`src/rtl/usan_pkg.sv`:
```
// usan_pkg: shared types, constants and byte-classification helpers
// for the UTF-8 sanitizer. No dependencies.
`timescale 1ns / 1ps
`default_nettype none

package usan_pkg;

  // Command queue between the front and the back part.
  localparam int unsigned CMD_DEPTH = 4;
  localparam int unsigned CMD_PTR_W = $clog2(CMD_DEPTH);
  localparam int unsigned CMD_CNT_W = $clog2(CMD_DEPTH + 1);

  // U+FFFD in UTF-8
  localparam logic [7:0] REPL_B0 = 8'hEF;
  localparam logic [7:0] REPL_B1 = 8'hBF;
  localparam logic [7:0] REPL_B2 = 8'hBD;

  // Lead byte ranges
  localparam logic [7:0] LEAD2_LO = 8'hC2;
  localparam logic [7:0] LEAD2_HI = 8'hDF;
  localparam logic [7:0] LEAD3_LO = 8'hE0;
  localparam logic [7:0] LEAD3_HI = 8'hEF;
  localparam logic [7:0] LEAD4_LO = 8'hF0;
  localparam logic [7:0] LEAD4_HI = 8'hF4;

  // Leads with narrowed second-byte bounds
  localparam logic [7:0] LEAD_E0 = 8'hE0;
  localparam logic [7:0] LEAD_ED = 8'hED;
  localparam logic [7:0] LEAD_F0 = 8'hF0;
  localparam logic [7:0] LEAD_F4 = 8'hF4;

  // Continuation bounds
  localparam logic [7:0] CONT_LO    = 8'h80;
  localparam logic [7:0] CONT_HI    = 8'hBF;
  localparam logic [7:0] CONT_E0_LO = 8'hA0;
  localparam logic [7:0] CONT_ED_HI = 8'h9F;
  localparam logic [7:0] CONT_F0_LO = 8'h90;
  localparam logic [7:0] CONT_F4_HI = 8'h8F;

  localparam logic [7:0] ASCII_HI = 8'h7F;

  // One output run: rep_cnt replacements, then lit_cnt literal bytes.
  typedef struct packed {
    logic [2:0]      rep_cnt;  // 0..4
    logic [2:0]      lit_cnt;  // 0..4
    logic [3:0][7:0] lit;
    logic            last;     // run closes the message
  } cmd_t;

  // Sequence length for a lead byte, 0 when it cannot lead.
  function automatic logic [2:0] seq_len(input logic [7:0] c);
    logic [2:0] len;
    len = 3'd0;
    if (c >= LEAD2_LO && c <= LEAD2_HI) len = 3'd2;
    else if (c >= LEAD3_LO && c <= LEAD3_HI) len = 3'd3;
    else if (c >= LEAD4_LO && c <= LEAD4_HI) len = 3'd4;
    return len;
  endfunction

  // Byte of the replacement character by position.
  function automatic logic [7:0] repl_byte(input logic [1:0] phase);
    logic [7:0] b;
    case (phase)
      2'd0:    b = REPL_B0;
      2'd1:    b = REPL_B1;
      default: b = REPL_B2;
    endcase
    return b;
  endfunction

endpackage

`default_nettype wire

```
`src/rtl/usan_in_if.sv`:
```
// usan_in_if: input byte channel (valid/ready plus byte and end flag).
// No dependencies.
`timescale 1ns / 1ps
`default_nettype none

interface usan_in_if;
  logic       valid;
  logic       ready;
  logic [7:0] in_byte;
  logic       in_last;

  modport source (output valid, output in_byte, output in_last, input ready);
  modport sink   (input valid, input in_byte, input in_last, output ready);
endinterface

`default_nettype wire

```
`src/rtl/usan_out_if.sv`:
```
// usan_out_if: sanitized output byte channel (valid/ready plus byte and flags).
// No dependencies.
`timescale 1ns / 1ps
`default_nettype none

interface usan_out_if;
  logic       valid;
  logic       ready;
  logic [7:0] out_byte;
  logic       run_last;
  logic       message_end;

  modport source (output valid, output out_byte, output run_last, output message_end,
                  input ready);
  modport sink   (input valid, input out_byte, input run_last, input message_end,
                  output ready);
endinterface

`default_nettype wire

```
`src/rtl/usan_front.sv`:
```
// usan_front: accepts input bytes, tracks the pending sequence and emits a run
// command for each byte that produces output. Depends on usan_pkg.
`timescale 1ns / 1ps
`default_nettype none

module usan_front import usan_pkg::*; (
  input  wire logic       clk_i,
  input  wire logic       rst_ni,
  input  wire logic       in_valid_i,
  output logic            in_ready_o,
  input  wire logic [7:0] in_byte_i,
  input  wire logic       in_last_i,
  input  wire logic       full_i,
  output logic            push_o,
  output cmd_t            cmd_o
);

  logic [1:0]      held_cnt_q;
  logic [1:0]      held_cnt_d;
  logic [2:0][7:0] held_q;
  logic [2:0][7:0] held_d;

  logic       accept;
  logic [2:0] need;
  logic [2:0] lead_len;
  logic [2:0] nxt_cnt;
  logic [7:0] lo;
  logic [7:0] hi;
  logic       cont_ok;
  logic       complete;
  cmd_t       cmd;

  assign in_ready_o = !full_i;
  assign accept     = in_valid_i && in_ready_o;

  always_comb begin
    need     = seq_len(held_q[0]);
    lead_len = seq_len(in_byte_i);
    lo       = CONT_LO;
    hi       = CONT_HI;
    if (held_cnt_q == 2'd1) begin
      case (held_q[0])
        LEAD_E0: lo = CONT_E0_LO;
        LEAD_ED: hi = CONT_ED_HI;
        LEAD_F0: lo = CONT_F0_LO;
        LEAD_F4: hi = CONT_F4_HI;
        default: ;
      endcase
    end
    cont_ok  = (held_cnt_q != 2'd0) && (need != 3'd0) && ({1'b0, held_cnt_q} < need) &&
               (in_byte_i >= lo) && (in_byte_i <= hi);
    complete = cont_ok && (({1'b0, held_cnt_q} + 3'd1) == need);

    held_d      = held_q;
    nxt_cnt     = {1'b0, held_cnt_q};
    cmd.rep_cnt = 3'd0;
    cmd.lit_cnt = 3'd0;
    cmd.lit     = {4{in_byte_i}};
    cmd.last    = in_last_i;

    if (complete) begin
      // held bytes plus this one go out verbatim
      cmd.lit[0]  = held_q[0];
      cmd.lit[1]  = (held_cnt_q >= 2'd2) ? held_q[1] : in_byte_i;
      cmd.lit[2]  = (held_cnt_q == 2'd3) ? held_q[2] : in_byte_i;
      cmd.lit_cnt = nxt_cnt + 3'd1;
      nxt_cnt     = 3'd0;
    end else if (cont_ok) begin
      held_d[held_cnt_q] = in_byte_i;
      nxt_cnt            = nxt_cnt + 3'd1;
    end else begin
      // failed (or empty) sequence: replace what is held, judge byte as lead
      cmd.rep_cnt = {1'b0, held_cnt_q};
      nxt_cnt     = 3'd0;
      if (in_byte_i <= ASCII_HI) begin
        cmd.lit_cnt = 3'd1;
      end else if (lead_len == 3'd0) begin
        cmd.rep_cnt = cmd.rep_cnt + 3'd1;
      end else begin
        held_d[0] = in_byte_i;
        nxt_cnt   = 3'd1;
      end
    end

    if (in_last_i) begin
      cmd.rep_cnt = cmd.rep_cnt + nxt_cnt;
      nxt_cnt     = 3'd0;
    end
    held_cnt_d = nxt_cnt[1:0];
  end

  assign cmd_o  = cmd;
  assign push_o = accept && ((cmd.rep_cnt != 3'd0) || (cmd.lit_cnt != 3'd0));

  always_ff @(posedge clk_i or negedge rst_ni) begin
    if (!rst_ni) begin
      held_cnt_q <= 2'd0;
    end else if (accept) begin
      held_cnt_q <= held_cnt_d;
    end
  end

  always_ff @(posedge clk_i) begin
    if (accept) begin
      held_q <= held_d;
    end
  end

  // end of message always leaves nothing held and always produces output
  a_last_clears: assert property (@(posedge clk_i) disable iff (!rst_ni)
    (accept && in_last_i) |=> (held_cnt_q == 2'd0))
    else $error("held bytes left after message end");
  a_last_pushes: assert property (@(posedge clk_i) disable iff (!rst_ni)
    (accept && in_last_i) |-> push_o)
    else $error("message end produced no output run");

endmodule

`default_nettype wire

```
`src/rtl/usan_cmd_fifo.sv`:
```
// usan_cmd_fifo: short register queue of run commands between front and back.
// Depends on usan_pkg.
`timescale 1ns / 1ps
`default_nettype none

module usan_cmd_fifo import usan_pkg::*; (
  input  wire logic clk_i,
  input  wire logic rst_ni,
  input  wire logic push_i,
  input  wire cmd_t push_cmd_i,
  input  wire logic pop_i,
  output cmd_t      head_o,
  output logic      empty_o,
  output logic      full_o
);

  cmd_t                 mem_q [CMD_DEPTH];
  logic [CMD_PTR_W-1:0] wr_ptr_q;
  logic [CMD_PTR_W-1:0] rd_ptr_q;
  logic [CMD_CNT_W-1:0] cnt_q;

  assign empty_o = (cnt_q == '0);
  assign full_o  = (cnt_q == CMD_CNT_W'(CMD_DEPTH));
  assign head_o  = mem_q[rd_ptr_q];

  always_ff @(posedge clk_i or negedge rst_ni) begin
    if (!rst_ni) begin
      wr_ptr_q <= '0;
      rd_ptr_q <= '0;
      cnt_q    <= '0;
    end else begin
      if (push_i) wr_ptr_q <= wr_ptr_q + CMD_PTR_W'(1);
      if (pop_i)  rd_ptr_q <= rd_ptr_q + CMD_PTR_W'(1);
      if (push_i && !pop_i) cnt_q <= cnt_q + CMD_CNT_W'(1);
      else if (pop_i && !push_i) cnt_q <= cnt_q - CMD_CNT_W'(1);
    end
  end

  always_ff @(posedge clk_i) begin
    if (push_i) begin
      mem_q[wr_ptr_q] <= push_cmd_i;
    end
  end

  a_no_overflow: assert property (@(posedge clk_i) disable iff (!rst_ni)
    push_i |-> !full_o)
    else $error("command queue overflow");
  a_no_underflow: assert property (@(posedge clk_i) disable iff (!rst_ni)
    pop_i |-> !empty_o)
    else $error("command queue underflow");

endmodule

`default_nettype wire

```
`src/rtl/usan_back.sv`:
```
// usan_back: expands the head run command into bytes, one per cycle while
// the output is ready, via a registered output stage. Depends on usan_pkg.
`timescale 1ns / 1ps
`default_nettype none

module usan_back import usan_pkg::*; (
  input  wire logic  clk_i,
  input  wire logic  rst_ni,
  input  wire cmd_t  head_i,
  input  wire logic  empty_i,
  output logic       pop_o,
  output logic       out_valid_o,
  input  wire logic  out_ready_i,
  output logic [7:0] out_byte_o,
  output logic       run_last_o,
  output logic       message_end_o
);

  logic [2:0] rep_idx_q;
  logic [2:0] rep_idx_d;
  logic [1:0] phase_q;
  logic [1:0] phase_d;
  logic [1:0] lit_idx_q;
  logic [1:0] lit_idx_d;
  logic       out_valid_q;
  logic       out_valid_d;
  logic [7:0] byte_q;
  logic       run_last_q;
  logic       msg_end_q;

  logic       step;
  logic       in_rep;
  logic       final_b;
  logic [7:0] byte_d;

  assign step = !empty_i && (!out_valid_q || out_ready_i);

  always_comb begin
    in_rep    = rep_idx_q < head_i.rep_cnt;
    rep_idx_d = rep_idx_q;
    phase_d   = phase_q;
    lit_idx_d = lit_idx_q;
    if (in_rep) begin
      byte_d  = repl_byte(phase_q);
      final_b = (phase_q == 2'd2) && ((rep_idx_q + 3'd1) == head_i.rep_cnt) &&
                (head_i.lit_cnt == 3'd0);
      if (phase_q == 2'd2) begin
        phase_d   = 2'd0;
        rep_idx_d = rep_idx_q + 3'd1;
      end else begin
        phase_d = phase_q + 2'd1;
      end
    end else begin
      byte_d    = head_i.lit[lit_idx_q];
      final_b   = (({1'b0, lit_idx_q} + 3'd1) == head_i.lit_cnt);
      lit_idx_d = lit_idx_q + 2'd1;
    end
    if (final_b) begin
      rep_idx_d = 3'd0;
      phase_d   = 2'd0;
      lit_idx_d = 2'd0;
    end
  end

  assign pop_o = step && final_b;

  always_comb begin
    if (out_valid_q && !out_ready_i) out_valid_d = 1'b1;
    else                             out_valid_d = step;
  end

  always_ff @(posedge clk_i or negedge rst_ni) begin
    if (!rst_ni) begin
      rep_idx_q   <= 3'd0;
      phase_q     <= 2'd0;
      lit_idx_q   <= 2'd0;
      out_valid_q <= 1'b0;
    end else begin
      out_valid_q <= out_valid_d;
      if (step) begin
        rep_idx_q <= rep_idx_d;
        phase_q   <= phase_d;
        lit_idx_q <= lit_idx_d;
      end
    end
  end

  always_ff @(posedge clk_i) begin
    if (step) begin
      byte_q     <= byte_d;
      run_last_q <= final_b;
      msg_end_q  <= final_b && head_i.last;
    end
  end

  assign out_valid_o   = out_valid_q;
  assign out_byte_o    = byte_q;
  assign run_last_o    = run_last_q;
  assign message_end_o = msg_end_q;

  // counters stay inside the head run
  a_rep_bound: assert property (@(posedge clk_i) disable iff (!rst_ni)
    !empty_i |-> (rep_idx_q <= head_i.rep_cnt) && (phase_q != 2'd3))
    else $error("replacement counter beyond run");

endmodule

`default_nettype wire

```
`src/rtl/utf8_sanitizer.sv`:
```
// utf8_sanitizer: top level of the streaming UTF-8 sanitizer.
// Depends on usan_pkg, usan_in_if, usan_out_if, usan_front, usan_cmd_fifo, usan_back.
// An input transfer's run command is registered in the queue, then its bytes in the output stage.
// Throughput: one input byte per cycle while the output keeps up; an item producing N
//   bytes (0..12) goes out one byte per cycle while the output is ready, from the back part.
// Reset (rst_ni low, async): no held bytes, command queue empty, no output valid.
`timescale 1ns / 1ps
`default_nettype none

module utf8_sanitizer import usan_pkg::*; (
  input  wire logic   clk_i,
  input  wire logic   rst_ni,
  usan_in_if.sink     in_i,
  usan_out_if.source  out_o
);

  // Front to queue: one run command per input transfer that produces output.
  logic push;
  cmd_t push_cmd;
  logic full;

  // Queue to back: the head command and its pop.
  cmd_t head;
  logic empty;
  logic pop;

  // Front part: holds the partial sequence (lead plus up to two continuation
  // bytes) and classifies each byte. Stalls only when the queue is full, so it
  // keeps taking bytes while the output side drains replacements.
  usan_front u_front (
    .clk_i      (clk_i),
    .rst_ni     (rst_ni),
    .in_valid_i (in_i.valid),
    .in_ready_o (in_i.ready),
    .in_byte_i  (in_i.in_byte),
    .in_last_i  (in_i.in_last),
    .full_i     (full),
    .push_o     (push),
    .cmd_o      (push_cmd)
  );

  // Short command queue decoupling byte intake from run expansion.
  usan_cmd_fifo u_fifo (
    .clk_i      (clk_i),
    .rst_ni     (rst_ni),
    .push_i     (push),
    .push_cmd_i (push_cmd),
    .pop_i      (pop),
    .head_o     (head),
    .empty_o    (empty),
    .full_o     (full)
  );

  // Back part: replacements first (EF BF BD each), then literal bytes, into
  // a registered output stage that advances on every transfer.
  usan_back u_back (
    .clk_i         (clk_i),
    .rst_ni        (rst_ni),
    .head_i        (head),
    .empty_i       (empty),
    .pop_o         (pop),
    .out_valid_o   (out_o.valid),
    .out_ready_i   (out_o.ready),
    .out_byte_o    (out_o.out_byte),
    .run_last_o    (out_o.run_last),
    .message_end_o (out_o.message_end)
  );

endmodule

`default_nettype wire
```
`src/flat_wrapper.sv`:
```
// flat-port wrapper written by rule: the top's interface ports become plain ports
module utf8_sanitizer_flat import usan_pkg::*;
  (clk_i, rst_ni, in_i_valid, in_i_in_byte, in_i_in_last, in_i_ready, out_o_valid, out_o_out_byte, out_o_run_last, out_o_message_end, out_o_ready);
  usan_in_if in_i_i ();
  usan_out_if out_o_i ();
  input  wire logic clk_i;
  input  wire logic rst_ni;
  input wire logic [$bits(in_i_i.valid)-1:0] in_i_valid;
  input wire logic [$bits(in_i_i.in_byte)-1:0] in_i_in_byte;
  input wire logic [$bits(in_i_i.in_last)-1:0] in_i_in_last;
  output wire logic [$bits(in_i_i.ready)-1:0] in_i_ready;
  output wire logic [$bits(out_o_i.valid)-1:0] out_o_valid;
  output wire logic [$bits(out_o_i.out_byte)-1:0] out_o_out_byte;
  output wire logic [$bits(out_o_i.run_last)-1:0] out_o_run_last;
  output wire logic [$bits(out_o_i.message_end)-1:0] out_o_message_end;
  input wire logic [$bits(out_o_i.ready)-1:0] out_o_ready;
  assign in_i_i.valid = in_i_valid;
  assign in_i_i.in_byte = in_i_in_byte;
  assign in_i_i.in_last = in_i_in_last;
  assign in_i_ready = in_i_i.ready;
  assign out_o_valid = out_o_i.valid;
  assign out_o_out_byte = out_o_i.out_byte;
  assign out_o_run_last = out_o_i.run_last;
  assign out_o_message_end = out_o_i.message_end;
  assign out_o_i.ready = out_o_ready;
  utf8_sanitizer u_core (.clk_i(clk_i), .rst_ni(rst_ni), .in_i(in_i_i), .out_o(out_o_i));
endmodule
```
`config.mk`:
```
export PLATFORM = sky130hd
export DESIGN_NAME = utf8_sanitizer_flat
export DESIGN_NICKNAME = d
export VERILOG_FILES = /design/src/rtl/usan_pkg.sv /design/src/rtl/usan_in_if.sv /design/src/rtl/usan_out_if.sv /design/src/rtl/usan_front.sv /design/src/rtl/usan_cmd_fifo.sv /design/src/rtl/usan_back.sv /design/src/rtl/utf8_sanitizer.sv /design/src/flat_wrapper.sv
export SDC_FILE = /design/constraint.sdc
export NUM_CORES = 1
export LEC_CHECK = 0
export BUFFER_PORTS_ARGS = -buffer_cell sky130_fd_sc_hd__clkbuf_2
export CAP_MARGIN = 20
export CORE_MARGIN = 2
export CORE_UTILIZATION = 60
export CTS_CLUSTER_DIAMETER = 100
export CTS_CLUSTER_SIZE = 20
export DETAILED_ROUTE_END_ITERATION = 12
export PLACE_DENSITY_LB_ADDON = 0.05
export SYNTH_ARGS = -nofsm -noshare
export SYNTH_HDL_FRONTEND = slang
export SYNTH_HIERARCHICAL = 1
export SYNTH_SLANG_ARGS = --single-unit
```
`constraint.sdc`:
```
create_clock -name clk_i -period 12.9 [get_ports clk_i]
set_input_delay 2.58 -clock clk_i [delete_from_list [all_inputs] [get_ports clk_i]]
set_output_delay 2.58 -clock clk_i [all_outputs]
set_load 0.005 [all_outputs]
```
==> results.toml, run 1 <==
[logic_synthesis]
yosys_warnings = 6
yosys.area.top_type_share_pct = 63.0
synth_area_leader_cell = "edfxtp_1"
synth_cells = 511
syn-num-nets = 547
postSynthAreaPerCell_um2 = 17.7
synth_edf_count = 190
synth_most_common_cell = "edfxtp_1"
synth_seq_area_share_pct = 67.7
synth_area_mm2 = 0.00906
synth-seq-cells = 207
synth_area_leaders = "edfxtp_1 (63%), mux4_2 (11%), dfrtp_1 (4.7%)"
synth.distinct_cells = 55
ys_async_sr_fraction_pct = 8.21
ys.flop_type = "edfxtp_1"
synth_common_cells = "edfxtp_1 (190), mux4_2 (46), nand2_1 (26)"

[drt]
ant_nets = 0
drt_iter0_drc = 350
num_vias = 4443
drc = 0
first_pass_iters = 4
routed_wl_mm = 16.1
viasPerCell = 6.18
wl_per_cell_um = 22.5

[cts]
htree_levels = 1
clk_pin_slew_ps = 80
post_cts_resized = 0
root_buffer = "clkbuf_16"
clkSinkCount = 207
cts_buffer_depth = 3
cts_setup_buffers = 0
cts_made_buffers = 14
clock_latency_ps = 470
hold_buffers = 0
cts_tree = "yes"

[setup_path]
slowest_delay_ps = 920
cpMaxStageDelayCell = "and2_2"
path_cells = "clkbuf_2, ha_1, and4_1, a31oi_1, a211o_1, nor4_4, inv_2, nand3_1, fa_1, mux2i_1, o41a_1, and2_2"
crit_path_max_fanout = 39
required_ps = 12980
critPathLaunchType = "input pin"
worstPathArrival_ps = 6940
cp-end-kind = "register"
critPathKind = "in -> reg"
rr_worst_depth = 14

[die]
core-area_mm2 = 0.0146
die_y_um = 127
start_util_pct = 61.8
rows = 44
num_io_pins = 25
fp.dieW_um = 127
dieArea_mm2 = 0.0161

[placed_design]
gp_congestion = 0.830
portBuffers = 24
dp_hpwl_mm = 10.3

[cells_and_area]
seqCellArea_mm2 = 0.00613
final_util_pct = 65.8
fill_cells = 988
syn2layout_area_growth_pct = 6.34
layout.nets = 563
multi_input_area_mm2 = 0.00261
layout-drive-gt1-share_pct = 22.6
antenna_cells = 0

[global_route]
use_met1_pct = 32.1
grt_first_pass_wirelength_mm = 25.9
grt_max_degree = 42
use_met2_pct = 33.8
grt_pass1_vias = 4552
overflow = 0
grt_usage_pct = 21.4
top_usage_layer = "met2"
antenna_found_initial = 0
grtUsageMet3_pct = 3.16

[timing]
fin_crit_sh_pct = 53.2
setup_viol = 0
rsz0062_at_grt = "no"
min_period_ps = 6860
fin_skew_ps = 21.6
worst_pin_slew_ps = 1090
hold_viol_final = 0
fmax_mhz = 146
slew_headroom_pct = 27.5
finalSetupTns_ps = 0
finalMaxSlewViolations = 0

[pwr]
p_per_area_mw_per_mm2 = 200
vdd_ir_drop_max_v = 0.000143
leakage_uw = 0.00328

[status]
outcome = "complete, no violations"

[hold_path]
hold_path.class = "reg -> reg"
holdPathStages = 1

[flow_run]
maxCapViolations = 0
metal layers:
layer / share of wire (%) / up-vias
met2: 47 / 123
li1: - / 2025
met3: 4.7 / 28
met1: 46 / 2267
met4: 2.4 / 0
met5: 0 / -
worst paths after layout:
path                                                          start                                      to  slack (ps)
max                                                 in_i_in_byte[4]    u_core/u_fifo/mem_q[3][16]$_DFFE_PP_        6040
min                              u_core/u_fifo/cnt_q[2]$_DFFE_PN0P_      u_core/u_fifo/cnt_q[2]$_DFFE_PN0P_         500
max reg2reg                u_core/u_front/held_cnt_q[1]$_DFFE_PN0P_    u_core/u_fifo/mem_q[3][16]$_DFFE_PP_        7330
min reg2reg                      u_core/u_fifo/cnt_q[2]$_DFFE_PN0P_      u_core/u_fifo/cnt_q[2]$_DFFE_PN0P_         500
max in group asynchronous                                    rst_ni   u_core/u_fifo/rd_ptr_q[0]$_DFFE_PN0P_       10510
min in group asynchronous                                    rst_ni  u_core/u_back/rep_idx_q[0]$_DFFE_PN0P_        2050
placed cells by master, fill, tap and decap left out, types with 3 or more instances in the layout:
master     Yosys  final
nand2_1       26     26
xnor2_1        7      7
nand2b_1       4      4
nand3_1        7      7
dfrtp_1       17     16
nor2_1        15     15
ha_1          21     21
a31oi_1        5      5
mux2_2        15     15
nor2b_1        9      9
nor4_1         5      5
and2_1         9      5
edfxtp_1     190    190
inv_1         24     24
o21ai_0        8      8
a21o_1         5      5
or2_2          7      7
nand4_1        3      3
mux4_2        46     46
mux2i_1        5      5
and2_2         0      4
or3_1          3      3
xor2_1         5      5
a21oi_1        6      6
o31ai_1        3      3
clkbuf_2       0     24
clkbuf_1       5      8
clkbuf_16      0     15
o21a_1         3      3
nor3_1         6      6
registers in the layout, summed over array words and instances, names as in the netlist:
name / flops
u_core/u_back/lit_idx_q: 2
u_core/u_fifo/wr_ptr_q: 2
u_core/u_back/run_last_o: 1
u_core/u_fifo/rd_ptr_q: 2
u_core/u_front/held_q: 24
u_core/u_back/out_byte_o: 8
u_core/u_fifo/cnt_q: 3
u_core/u_back/rep_idx_q: 3
u_core/u_back/out_valid_o: 1
u_core/u_front/held_cnt_q: 2
u_core/u_back/phase_q: 2
u_core/u_fifo/mem_q: 156
u_core/u_back/message_end_o: 1
critical path, delay by kind of cell:
family | cells | cell delay (ps)
compound gates | 3 | 840
fa+ha+maj | 2 | 760
buf+inv | 2 | 470
mux | 1 | 290
simple gates | 4 | 1990
layout make-up:
| cell class | count | share of cell area [%] |
|---|---|---|
| clock buffers | 23 | 4.21 |
| clock inverters | 1 | 0.169 |
| well taps | 184 | 2.39 |
| repair buffers | 27 | 1.46 |
| flip-flops and latches | 207 | 63.7 |
| inverters | 25 | 0.974 |
| multi-input cells | 252 | 27.1 |
stage by stage:
stage               hold slack, ps  cell area (µm²)  std cells  setup slack, ps  power (µW)
floorplan                      456             9060        511             6180        1400
global placement               479             9200        694             5710        1520
detailed placement             482             9200        694             5580        1520
CTS                            497             9630        718             6060        1950
global route                   540             9630        719             5650        2040
finish                         504             9630        719             6040        1930
logic make-up (layout without fill, tap and decap cells):
group,after synthesis,in the layout,synth area share (%)
adders and majority gates,23,23,3.34
buffers and inverters,52,76,3.51
muxes,67,67,14.1
AOI/OAI and AO/OA,45,45,3.48
DFF,207,207,67.7
xor gates and xnor gates,13,13,1.41
and+or+nand+nor,104,104,6.41
report_power, final:
part / internal (µW) / leakage, µW / switching (µW)
logic: 275 / 0.00114 / 301
clock network: 219 / 0.000201 / 207
registers: 866 / 0.00193 / 59.0
total: 1360 / 0.00328 / 567
No activity file was read; power rests on OpenSTA's default activity.
==> run 2, diff against run 1 <==
- ABC_AREA: not set -> 1
- clock period: 12.9 -> 7 ns (I/O delays scaled with it)
==> results.toml, run 2 <==
[status]
outcome = "complete, no violations"

[cells_and_area]
fill_cells = 1274
final_common_cell = "nand2_1"
antenna_cells = 0
largest-register = "u_core/u_fifo/mem_q"
layout-drive-gt1-share_pct = 12.9
most-common-layout-cells = "nand2_1 (227), edfxtp_1 (190), inv_1 (151)"
largest_register_ffs = 156
layout.nets = 950
final_util_pct = 63.9
syn2layout_area_growth_pct = 4.92

[logic_synthesis]
synth_area_leaders = "edfxtp_1 (57%), nand2_1 (8.5%), inv_1 (5.7%)"
syn-num-nets = 950
synth_seq_area_share_pct = 61.1
synth_area_mm2 = 0.0100
yosys_warnings = 6
synth_common_cells = "nand2_1 (227), edfxtp_1 (190), inv_1 (151)"
synth.distinct_cells = 41
synth-seq-cells = 207
synth_cells = 914
synth_most_common_cell = "nand2_1"
postSynthAreaPerCell_um2 = 11.0
ys.flop_type = "edfxtp_1"
synth_edf_count = 190
synth_area_leader_cell = "edfxtp_1"
ys_async_sr_fraction_pct = 8.21
yosys.area.top_type_share_pct = 56.9

[timing]
fin_skew_ps = 16.6
hold_viol_final = 0
fin_crit_sh_pct = 75.1
min_period_ps = 5260
finalMaxSlewViolations = 0
setup_viol = 0
slew_headroom_pct = 38.7
timing.hold.ws_ps = 524
rsz0062_at_grt = "no"
fmax_mhz = 190
worst_pin_slew_ps = 917
finalSetupTns_ps = 0

[setup_path]
critPathLaunchType = "register"
crit_path_max_fanout = 39
cp-end-kind = "register"
required_ps = 7100
worstPathArrival_ps = 5360
critPathKind = "reg -> reg"

[cts]
cts_buffer_depth = 3
htree_levels = 1
root_buffer = "clkbuf_16"
hold_buffers = 0
clkSinkCount = 207
clock_latency_ps = 470
post_cts_resized = 0
clk_pin_slew_ps = 80
cts_made_buffers = 14
cts_tree = "yes"
cts_setup_buffers = 0

[flow_run]
maxCapViolations = 0

[placed_design]
gp_congestion = 0.862
portBuffers = 24
dp_hpwl_mm = 12.7

[global_route]
antenna_found_initial = 0
grt_max_degree = 85
grt_first_pass_wirelength_mm = 31.1
grt_pass1_vias = 5816
overflow = 0
grt_usage_pct = 22.7

[die]
num_io_pins = 25
start_util_pct = 60.9
dieArea_mm2 = 0.0178
rows = 47
fp.dieW_um = 133
core-area_mm2 = 0.0165
die_y_um = 133

[drt]
drc = 0
ant_nets = 0
wl_per_cell_um = 17.4
viasPerCell = 5.42
drt_iter0_drc = 595
first_pass_iters = 5
routed_wl_mm = 19.8
num_vias = 6173

[pwr]
vdd_ir_drop_max_v = 0.000206
leakage_uw = 0.00435
p_per_area_mw_per_mm2 = 365

[hold_path]
hold_path.class = "reg -> reg"
run 2: cells by family (layout without fill, tap and decap cells):
logic type	Yosys count	in the layout	share of synthesized area [%]
DFF	207	207	61.1
and+or+nand+nor	333	333	14.5
buffers and inverters	205	209	9.66
xor gates and xnor gates	5	5	0.437
AOI/OAI and AO/OA	141	141	11.3
adders and majority gates	23	23	3.02
run 2: through the flow:
step                      setup WS [ps]  instances  total power, µW  area, µm²
after floorplan                    1750        914             2830      10000
after global placement             1600       1117             3050      10100
after detailed placement           1440       1117             3090      10100
after CTS                          1780       1137             3860      10500
after global routing               1220       1138             4090      10500
final                              1740       1138             3850      10500
run 2: path summary, 6_finish.rpt:
path | start | end | slack, ps | cells after the start
worst max-delay path | u_core/u_front/held_cnt_q[1]$_DFFE_PN0P_ | u_core/u_fifo/mem_q[1][23]$_DFFE_PP_ | 1740 | 25
worst min-delay path | u_core/u_fifo/cnt_q[2]$_DFFE_PN0P_ | u_core/u_fifo/cnt_q[2]$_DFFE_PN0P_ | 520 | 2
worst max register to register | u_core/u_front/held_cnt_q[1]$_DFFE_PN0P_ | u_core/u_fifo/mem_q[1][23]$_DFFE_PP_ | 1740 | 25
worst min register to register | u_core/u_fifo/cnt_q[2]$_DFFE_PN0P_ | u_core/u_fifo/cnt_q[2]$_DFFE_PN0P_ | 520 | 2
max in group asynchronous | rst_ni | u_core/u_fifo/rd_ptr_q[0]$_DFFE_PN0P_ | 5750 | 1
min in group asynchronous | rst_ni | u_core/u_back/rep_idx_q[2]$_DFFE_PN0P_ | 870 | 1
run 2: power by group:
| part | total (µW) | switching (µW) | leakage, µW | internal [µW] |
|---|---|---|---|---|
| Combinational | 1300 | 871 | 0.00221 | 430 |
| Clock | 779 | 384 | 0.000196 | 394 |
| Sequential | 1770 | 169 | 0.00194 | 1600 |
| Total | 3850 | 1420 | 0.00435 | 2420 |
run 2: layer usage:
layer / global-route usage [%] / up-vias / part of all wire, %
met4: 4.79 / 0 / 1.1
met2: 36.7 / 136 / 47
li1: - / 3046 / -
met5: 0 / - / 0
met3: 2.66 / 16 / 5.2
met1: 33.8 / 2975 / 47
run 2: area by class of cell:
class | count | area, µm² | share of cell area, %
Tap cell | 220 | 275 | 2.62
Clock buffer | 19 | 390 | 3.71
Timing Repair Buffer | 32 | 180 | 1.71
Sequential cell | 207 | 6140 | 58.3
Clock inverter | 1 | 16.3 | 0.155
Multi-Input combinational cell | 502 | 2930 | 27.8
Inverter | 157 | 594 | 5.65
run 2: worst max-delay path, stage by stage (launching register included):
cell and delay, ps:
dfrtp_1 440, inv_1 190, ha_1 270, inv_1 90, nor3_1 260, a31o_2 150, ha_1 230, a21oi_1 140
nor2_1 80, nor2_4 150, nand3_1 340, o21ai_0 300, nand2_1 100, inv_1 70, ha_1 140, inv_1 50
fa_1 410, or2_2 290, nand2_1 140, nor2_1 70, nand3_1 80, nand2_1 50, inv_1 200, nand2_1 80
inv_1 50, buf_4 500
==> run 3, diff against run 2 <==
- CORE_UTILIZATION: 60 -> 57
- clock period: 7 -> 4.8 ns (I/O delays scaled with it)
==> results.toml, run 3 (same netlist as run 2, synthesis figures left out) <==
[status]
outcome = "complete, no violations"

[setup_path]
crit_path_max_fanout = 5
rr_startpoint = "u_core/u_front/held_q[3]$_DFFE_PP_"
crit_family = "simple AND/OR/NAND/NOR gates"
critPathCapture = "u_core/u_fifo/cnt_q[2]$_DFFE_PN0P_"
worstPathArrival_ps = 4940
rrSetupSlack_ps = 280
worstSetupStartpoint = "u_core/u_front/held_q[3]$_DFFE_PP_"
critPathKind = "reg -> reg"
path_buf_inv = 5
required_ps = 5220
critPathLaunchType = "register"
cp-end-kind = "register"
worst_r2r_endpoint = "u_core/u_fifo/cnt_q[2]$_DFFE_PN0P_"
cpMaxStageDelayCell = "edfxtp_1"
cp.depth = 30
rr_worst_depth = 30
slowest_delay_ps = 440

[timing]
fin_skew_ps = 20.3
finalSetupTns_ps = 0
min_period_ps = 4520
slew_headroom_pct = 30.7
fin_crit_sh_pct = 94.2
hold_viol_final = 0
fmax_mhz = 221
setup_viol = 0
finalMaxSlewViolations = 0
worst_pin_slew_ps = 1040
timing.hold.ws_ps = 437

[cts]
cts_tree = "yes"
htree_levels = 1
root_buffer = "clkbuf_16"
cts_made_buffers = 14
clock_latency_ps = 470
cts_buffer_depth = 3
clk_pin_slew_ps = 80
clkSinkCount = 207

[drt]
drt_iter0_drc = 399
ant_nets = 0
viasPerCell = 5.44
wl_per_cell_um = 17.9
routed_wl_mm = 20.8
first_pass_iters = 5
num_vias = 6308
drc = 0

[global_route]
antenna_found_initial = 0
grt_usage_pct = 23.2
overflow = 0
grt_pass1_vias = 6113
grt_first_pass_wirelength_mm = 32.9
grt_max_degree = 97

[cells_and_area]
seqCellArea_mm2 = 0.00614
fill_cells = 1341
largest-register = "u_core/u_fifo/mem_q"
multi_input_area_mm2 = 0.00295
final_common_cell = "nand2_1"
syn2layout_area_growth_pct = 6.94
layout.nets = 963
largest_register_ffs = 156
antenna_cells = 0
most-common-layout-cells = "nand2_1 (226), edfxtp_1 (190), inv_1 (146)"
layout-drive-gt1-share_pct = 15.3

[die]
core-area_mm2 = 0.0172
dieArea_mm2 = 0.0187
start_util_pct = 58.2
num_io_pins = 25
rows = 48
die_y_um = 137
fp.dieW_um = 137

[pwr]
vdd_ir_drop_max_v = 0.000352
leakage_uw = 0.00439
p_per_area_mw_per_mm2 = 532
finalPower_uw = 5710

[placed_design]
gp_congestion = 0.890
dp_hpwl_mm = 13.3
portBuffers = 24

[flow_run]
maxCapViolations = 0

[hold_path]
hold_path.class = "in -> async"
-- run 3: how the worst min path moves through the flow --
stage                                     endpoint  slack [ps]                               start  cells past startpoint
2_1_floorplan   u_core/u_fifo/cnt_q[2]$_DFFE_PN0P_         460  u_core/u_fifo/cnt_q[2]$_DFFE_PN0P_                      2
3_3_place_gp    u_core/u_fifo/cnt_q[2]$_DFFE_PN0P_         490  u_core/u_fifo/cnt_q[2]$_DFFE_PN0P_                      2
3_5_place_dp    u_core/u_fifo/cnt_q[2]$_DFFE_PN0P_         510  u_core/u_fifo/cnt_q[2]$_DFFE_PN0P_                      2
4_1_cts        u_core/u_back/out_valid_o$_DFF_PN0_         440                              rst_ni                      1
5_1_grt        u_core/u_back/out_valid_o$_DFF_PN0_         450                              rst_ni                      1
6_report        u_core/u_fifo/cnt_q[2]$_DFFE_PN0P_         440                              rst_ni                      1
-- run 3: what timing repair did --
| item | 4_1_cts | 5_1_grt |
|---|---|---|
| gates resized for setup | 0 | 9 |
| endpoints found under the setup margin | 0 | 158 |
| hold buffers | 0 | 0 |
| hold endpoints to repair | 0 | 0 |
| setup buffers | 0 | 3 |
-- run 3: through the flow --
stage                     worst slack [ps]  utilization, %  instance area [µm²]  instances
after floorplan                        176               -                10000        914
final                                  276            62.2                10700       1160
after detailed placement              97.8            59.5                10300       1132
after global routing                 -16.4            62.2                10700       1160
after CTS                             75.0            61.9                10700       1156
after global placement                 312            59.5                10300       1132
-- run 3: report_power, final --
part	switching, µW	internal [µW]
combinational	1350	667
sequential	200	2330
clock	570	588
-- run 3: cell type report --
class / instances / share of cell area (%)
well taps: 225 / 2.62
flip-flops and latches: 207 / 57.2
clock inverters: 1 / 0.152
inverters: 157 / 5.68
multi-input cells: 502 / 27.5
clock buffers: 23 / 3.78
repair buffers: 45 / 3.06
-- run 3: metal layers --
metal  GRT usage (%)  share of wire [%]
met5               0                  0
met4            4.40                1.3
met3            2.59                3.8
met2            39.0                 48
met1            33.1                 47
